===== config.mk =====
export PLATFORM = sky130hd
export DESIGN_NAME = pru_fmul
export DESIGN_NICKNAME = d
export VERILOG_FILES = /design/src/hw/rtl/pru_pkg.sv /design/src/hw/rtl/pru_fmul.sv
export SDC_FILE = /design/constraint.sdc
export NUM_CORES = 2
export LEC_CHECK = 0
export ABC_AREA = 1
export BUFFER_PORTS_ARGS = -buffer_cell sky130_fd_sc_hd__buf_4
export CELL_PAD_IN_SITES_DETAIL_PLACEMENT = 1
export CELL_PAD_IN_SITES_GLOBAL_PLACEMENT = 1
export CORE_MARGIN = 2
export CORE_UTILIZATION = 48
export DETAILED_ROUTE_END_ITERATION = 10
export PLACE_DENSITY_LB_ADDON = 0.1
export RECOVER_POWER = 50
export SLEW_MARGIN = 20
export SYNTH_ARGS = -nofsm -noshare
export SYNTH_HDL_FRONTEND = slang
export SYNTH_SLANG_ARGS = --single-unit

===== constraint.sdc =====
create_clock -name clk -period 10.7 [get_ports clk]
set_input_delay 0.535 -clock clk [delete_from_list [all_inputs] [get_ports clk]]
set_output_delay 0.535 -clock clk [all_outputs]
set_load 0.02 [all_outputs]

===== src/hw/rtl/pru_pkg.sv =====
package pru_pkg;

	localparam logic [31:0] QNAN        = 32'h7FC0_0000;
	localparam logic [31:0] POS_INF     = 32'h7F80_0000;
	localparam logic [31:0] RSQRT_MAGIC = 32'h5F37_5A86;
	localparam logic [31:0] NEG_HALF    = 32'hBF00_0000;
	localparam logic [31:0] ONE_HALF    = 32'h3FC0_0000;
	localparam logic [31:0] ONE         = 32'h3F80_0000;
	localparam logic [31:0] TWO_P24     = 32'h4B80_0000;
	localparam logic [31:0] TWO_P12     = 32'h4580_0000;

	localparam int MUL_LAT       = 2;
	localparam int ADD_LAT       = 2;
	localparam int NEWTON_STEPS  = 3;
	localparam int NEWTON_LAT    = 3 * MUL_LAT + ADD_LAT;
	localparam int RSQRT_LAT     = 2 * MUL_LAT + NEWTON_STEPS * NEWTON_LAT + 1;

	typedef enum logic [1:0] {
		CFG_SD_INV_MAX = 2'd0,
		CFG_CLIP_MIN   = 2'd1,
		CFG_CLIP_MAX   = 2'd2
	} cfg_idx_t;

	typedef enum logic [1:0] {
		MODE_DIFF = 2'd0,
		MODE_ZERO = 2'd1,
		MODE_MAC  = 2'd2,
		MODE_NONE = 2'd3
	} mode_t;

	// value = mant * 2^(exp - 175); fp_round normalizes the hidden bit to mant[48]
	typedef struct packed {
		logic               special;
		logic [31:0]        val;
		logic               sign;
		logic signed [11:0] exp;
		logic [49:0]        mant;
	} fp_raw_t;

	function automatic logic fp_is_nan(input logic [31:0] a);
		return (a[30:23] == 8'hFF) && (a[22:0] != 23'd0);
	endfunction

	function automatic logic fp_is_inf(input logic [31:0] a);
		return (a[30:23] == 8'hFF) && (a[22:0] == 23'd0);
	endfunction

	function automatic logic fp_is_zero(input logic [31:0] a);
		return a[30:0] == 31'd0;
	endfunction

	function automatic logic fp_lt(input logic [31:0] a, input logic [31:0] b);
		logic r;
		if (fp_is_zero(a) && fp_is_zero(b))
			r = 1'b0;
		else if (a[31] != b[31])
			r = a[31];
		else if (!a[31])
			r = a[30:0] < b[30:0];
		else
			r = a[30:0] > b[30:0];
		return r;
	endfunction

	function automatic logic [31:0] fp_min(input logic [31:0] a, input logic [31:0] b);
		logic [31:0] r;
		if (fp_is_nan(a) || fp_is_nan(b))
			r = QNAN;
		else
			r = fp_lt(b, a) ? b : a;
		return r;
	endfunction

	function automatic logic [31:0] fp_max(input logic [31:0] a, input logic [31:0] b);
		logic [31:0] r;
		if (fp_is_nan(a) || fp_is_nan(b))
			r = QNAN;
		else
			r = fp_lt(a, b) ? b : a;
		return r;
	endfunction

	function automatic fp_raw_t fp_mul_pre(input logic [31:0] a, input logic [31:0] b);
		fp_raw_t     r;
		logic [23:0] ma;
		logic [23:0] mb;
		logic [9:0]  ea;
		logic [9:0]  eb;
		logic [47:0] prod;
		r.special = 1'b0;
		r.val     = QNAN;
		r.sign    = a[31] ^ b[31];
		r.exp     = 12'sd0;
		r.mant    = 50'd0;
		ma = {(a[30:23] != 8'd0), a[22:0]};
		mb = {(b[30:23] != 8'd0), b[22:0]};
		ea = (a[30:23] == 8'd0) ? 10'd1 : {2'b00, a[30:23]};
		eb = (b[30:23] == 8'd0) ? 10'd1 : {2'b00, b[30:23]};
		prod = ma * mb;
		if (fp_is_nan(a) || fp_is_nan(b) || (fp_is_inf(a) && fp_is_zero(b)) ||
				(fp_is_inf(b) && fp_is_zero(a))) begin
			r.special = 1'b1;
			r.val     = QNAN;
		end else if (fp_is_inf(a) || fp_is_inf(b)) begin
			r.special = 1'b1;
			r.val     = {r.sign, 8'hFF, 23'd0};
		end else begin
			r.mant = {2'b00, prod};
			r.exp  = $signed({2'b00, ea} + {2'b00, eb}) - 12'sd125;
		end
		return r;
	endfunction

	function automatic fp_raw_t fp_add_pre(input logic [31:0] a, input logic [31:0] b);
		fp_raw_t      r;
		logic [31:0]  big;
		logic [31:0]  sml;
		logic [7:0]   eb8;
		logic [7:0]   es8;
		logic [7:0]   dd;
		logic [6:0]   sh;
		logic [99:0]  full;
		logic [50:0]  mb51;
		logic [50:0]  ms51;
		logic [50:0]  sum51;
		r.special = 1'b0;
		r.val     = QNAN;
		r.sign    = 1'b0;
		r.exp     = 12'sd0;
		r.mant    = 50'd0;
		if (a[30:0] >= b[30:0]) begin
			big = a;
			sml = b;
		end else begin
			big = b;
			sml = a;
		end
		eb8 = (big[30:23] == 8'd0) ? 8'd1 : big[30:23];
		es8 = (sml[30:23] == 8'd0) ? 8'd1 : sml[30:23];
		dd  = eb8 - es8;
		sh  = (dd[7] || dd[6]) ? 7'd63 : {1'b0, dd[5:0]};
		full  = {1'b0, (sml[30:23] != 8'd0), sml[22:0], 25'd0, 50'd0} >> sh;
		mb51  = {1'b0, (big[30:23] != 8'd0), big[22:0], 25'd0, 1'b0};
		ms51  = {full[99:50], |full[49:0]};
		sum51 = (a[31] ^ b[31]) ? (mb51 - ms51) : (mb51 + ms51);
		if (fp_is_nan(a) || fp_is_nan(b) ||
				(fp_is_inf(a) && fp_is_inf(b) && (a[31] != b[31]))) begin
			r.special = 1'b1;
			r.val     = QNAN;
		end else if (fp_is_inf(a)) begin
			r.special = 1'b1;
			r.val     = a;
		end else if (fp_is_inf(b)) begin
			r.special = 1'b1;
			r.val     = b;
		end else begin
			r.mant = {sum51[50:2], sum51[1] | sum51[0]};
			r.exp  = $signed({4'd0, eb8});
			r.sign = (sum51 == 51'd0) ? (a[31] & b[31]) : big[31];
		end
		return r;
	endfunction

	// normalize, round to nearest even, pack
	function automatic logic [31:0] fp_round(input fp_raw_t r);
		logic [49:0]        m;
		logic signed [12:0] e;
		logic signed [12:0] dsh;
		logic [5:0]         p;
		logic               stk;
		logic               inc;
		logic [24:0]        m24;
		logic [12:0]        fexp;
		logic [35:0]        tot;
		logic [31:0]        y;
		p = 6'd0;
		for (int i = 0; i < 50; i++)
			if (r.mant[i])
				p = 6'(i);
		m   = r.mant;
		e   = 13'(r.exp);
		stk = 1'b0;
		if (p == 6'd49) begin
			m = {1'b0, r.mant[49:2], r.mant[1] | r.mant[0]};
			e = e + 13'sd1;
		end else begin
			m = r.mant << (6'd48 - p);
			e = e - $signed({7'd0, 6'd48 - p});
		end
		if (e < 13'sd1) begin
			dsh = 13'sd1 - e;
			if (dsh > 13'sd49) begin
				m = {49'd0, |m};
			end else begin
				stk = |(m & ((50'd1 << dsh[5:0]) - 50'd1));
				m   = (m >> dsh[5:0]) | {49'd0, stk};
			end
			e = 13'sd0;
		end
		inc  = m[24] & ((|m[23:0]) | m[25]);
		m24  = {1'b0, m[48:25]} + {24'd0, inc};
		fexp = (e == 13'sd0) ? 13'd0 : 13'(e - 13'sd1);
		tot  = {fexp, 23'd0} + {11'd0, m24};
		if (r.special)
			y = r.val;
		else if (r.mant == 50'd0)
			y = {r.sign, 31'd0};
		else if (tot >= {13'd255, 23'd0})
			y = {r.sign, 8'hFF, 23'd0};
		else
			y = {r.sign, tot[30:0]};
		return y;
	endfunction

endpackage


===== src/hw/rtl/pru_fmul.sv =====
module pru_fmul (
	input  logic        clk,
	input  logic [31:0] a,
	input  logic [31:0] b,
	output logic [31:0] y
);

	pru_pkg::fp_raw_t raw_s1;
	logic [31:0]      y_s2;

	always_ff @(posedge clk) begin
		raw_s1 <= pru_pkg::fp_mul_pre(a, b);
		y_s2   <= pru_pkg::fp_round(raw_s1);
	end

	assign y = y_s2;

endmodule


==> impl_metrics.ini <==
[setup_path]
critPathMaxStageDelay_ps = 1270
crit_buf_inv = 9
r2r-start = raw_s1[2]
rr_endpoint = y[0]
rrSetupSlack_ps = 1150
ff2ff_path_depth = 93
crit_required_ps = 11030
crit_slowest_cell = clkbuf_1
crit_fanout = 25
crit_family = adder cells
crit_top_cell = inv_1
crit_arrival_ps = 10190
crit_path_end_kind = flop
cp-start-kind = input port
worstSetupPathType = in2reg

[cells_and_area]
layout_common_cells = nand2_1 (1345), inv_1 (978), nand3_1 (651)
nets = 5597
drive_gt1_frac = 0.0483
nFillCells = 9063
final_util = 0.504
final_common_cell = nand2_1
ff_latch_area_um2 = 1880
area_delta_synth_final_pct = 4.31
multi_input_area_um2 = 25800

[synth]
ys_ff_latch = 94
synth_top_area_share = 0.299
synthFlopType = dfxtp_1
syn-num-nets = 5715
synth_top_cell_by_area = fa_1
ys_types = 66
async_reset_ff_frac = 0
avgSynthCellArea_um2 = 6.52
ys_top_cells_by_area = fa_1 (30%), nand2_1 (16%), inv_1 (11%), nand3_1 (10%), ha_1 (7.9%)
netlist_area_um2 = 32400
synth-seq-area-share = 0.0581
synth_edf_count = 0
yosys_warnings = 0
netlist_instances = 4961

[die]
std_cell_rows = 95
ios = 97
die_w_um = 264
die_area_um2 = 69500
die_h_um = 264
coreArea_um2 = 66900
initial_core_util = 0.484

[drt]
drt_iter0_markers = 2154
ant_nets = 0
viasPerCell = 5.66
post-route-drc-count = 0
wl_per_cell_um = 21.1
routed_wirelength_um = 121000
drtPass1Iterations = 5
via_count = 32369

[cts]
cts_tree = yes
h-tree-depth = 3
cts_buffers = 9
cts_root_buf = clkbuf_16
path_clk_slew_ps = 80
cts_max_path_buffers = 2
clk_latency_ps = 390
ctsHoldBuffers = 0
clock_sinks = 94

[sta]
final-setup-viol-count = 0
post-route-period-util = 0.922
fmax_mhz = 101
whs_ps = 404
final_max_slew_viol_count = 111
period_needed_ps = 9860
slew_headroom = -0.805
setup_tns_ps = 0
tightest_slew_ps = 2710
hold_viol = 0
skew_ps = 20.9

[global_routing]
grt_start_max_net_pins = 59
antenna_found_initial = 0
grtUsageTotal = 0.350
grt_pass1_wl_um = 192000
grt.overflow.total = 0
first_global_vias = 34750

[min_path]
whs_endpoint = raw_s1[62]
holdPathStages = 3
hold_class = in2reg
hold_start = a[31]

[job]
maxCapViolations = 3

[status]
violations = max-capacitance violations, max-slew violations
status = finished with violations

[placement]
port_buffers = 96
globalplace.congestion = 1.04
dpl.hpwl_um = 98200
layer usage:
| metal | vias to the layer above | wire length, µm | global-route usage |
|---|---|---|---|
| met1 | 16127 | 49000 | 0.427 |
| li1 | 14969 | - | - |
| met5 | - | 0 | 0 |
| met4 | 0 | 6460 | 0.177 |
| met3 | 303 | 6080 | 0.0364 |
| met2 | 970 | 59300 | 0.613 |
worst max path at each step:
stage              start    endpoint  slack, ps  cells after the start
4_1_cts        raw_s1[1]        y[0]        740                     90
6_report           a[10]  raw_s1[44]        840                     36
3_5_place_dp   raw_s1[1]        y[0]        770                     90
5_1_grt        raw_s1[2]        y[0]        -30                     93
2_1_floorplan  raw_s1[2]        y[0]       1410                     91
3_3_place_gp   raw_s1[2]        y[0]       1000                     90
layout make-up:
class | count | area share
diodes | 1 | 0.0000741
well taps | 873 | 0.0324
repair buffers | 145 | 0.0287
multi-input cells | 3595 | 0.763
clock buffers | 9 | 0.00667
inverters | 998 | 0.111
flip-flops and latches | 94 | 0.0557
clock inverters | 7 | 0.00215
state kept, by name, summed over array words and instances (netlist names):
signal / count
y: 32
raw_s1: 62
metrics by stage:
| step | std cells | worst slack (ps) | cell area [µm²] |
|---|---|---|---|
| after floorplan | 4961 | 1410 | 32400 |
| after global placement | 5693 | 1000 | 33400 |
| after detailed placement | 5693 | 769 | 33400 |
| after CTS | 5709 | 740 | 33700 |
| after global routing | 5721 | -33.4 | 33800 |
| final | 5722 | 839 | 33800 |
kinds of logic after synthesis:
family / Yosys count / synth area share
fa+ha+maj: 689 / 0.379
mux: 1 / 0.000309
flops: 94 / 0.0581
xor+xnor: 62 / 0.0168
simple gates: 2523 / 0.336
compound gates: 316 / 0.0587
buf+inv: 1276 / 0.151
cell usage after synthesis, types with 16 or more instances:
cell type,count
buf_1,28
o21ai_0,79
inv_1,979
nand4_1,47
fa_1,484
dfxtp_1,94
nor2_1,290
nand3_1,651
clkbuf_1,217
nor3_1,62
or2_2,16
a21oi_1,121
xor2_1,39
xnor2_1,23
nor4_1,40
o21a_1,26
ha_1,205
buf_2,21
nor2_2,26
nand2_1,1347
worst register-to-register path: cells and delay by family (launching register included):
kind | cells | cell delay [ps]
AOI/OAI and AO/OA | 3 | 550
buffers and inverters | 13 | 1060
xor gates and xnor gates | 3 | 640
DFF | 1 | 350
adders and majority gates | 4 | 940
and+or+nand+nor | 70 | 5890
timing repair:
action                                  in CTS  in global routing
buffers inserted                             0                  8
gates resized for setup                      0                 26
endpoints found under the setup margin       0                 29
hold endpoints to repair                     0                  0
Power is left out: the tool's default activity adds up to more than one toggle a clock period on the data nets, which glitch-free logic cannot reach.
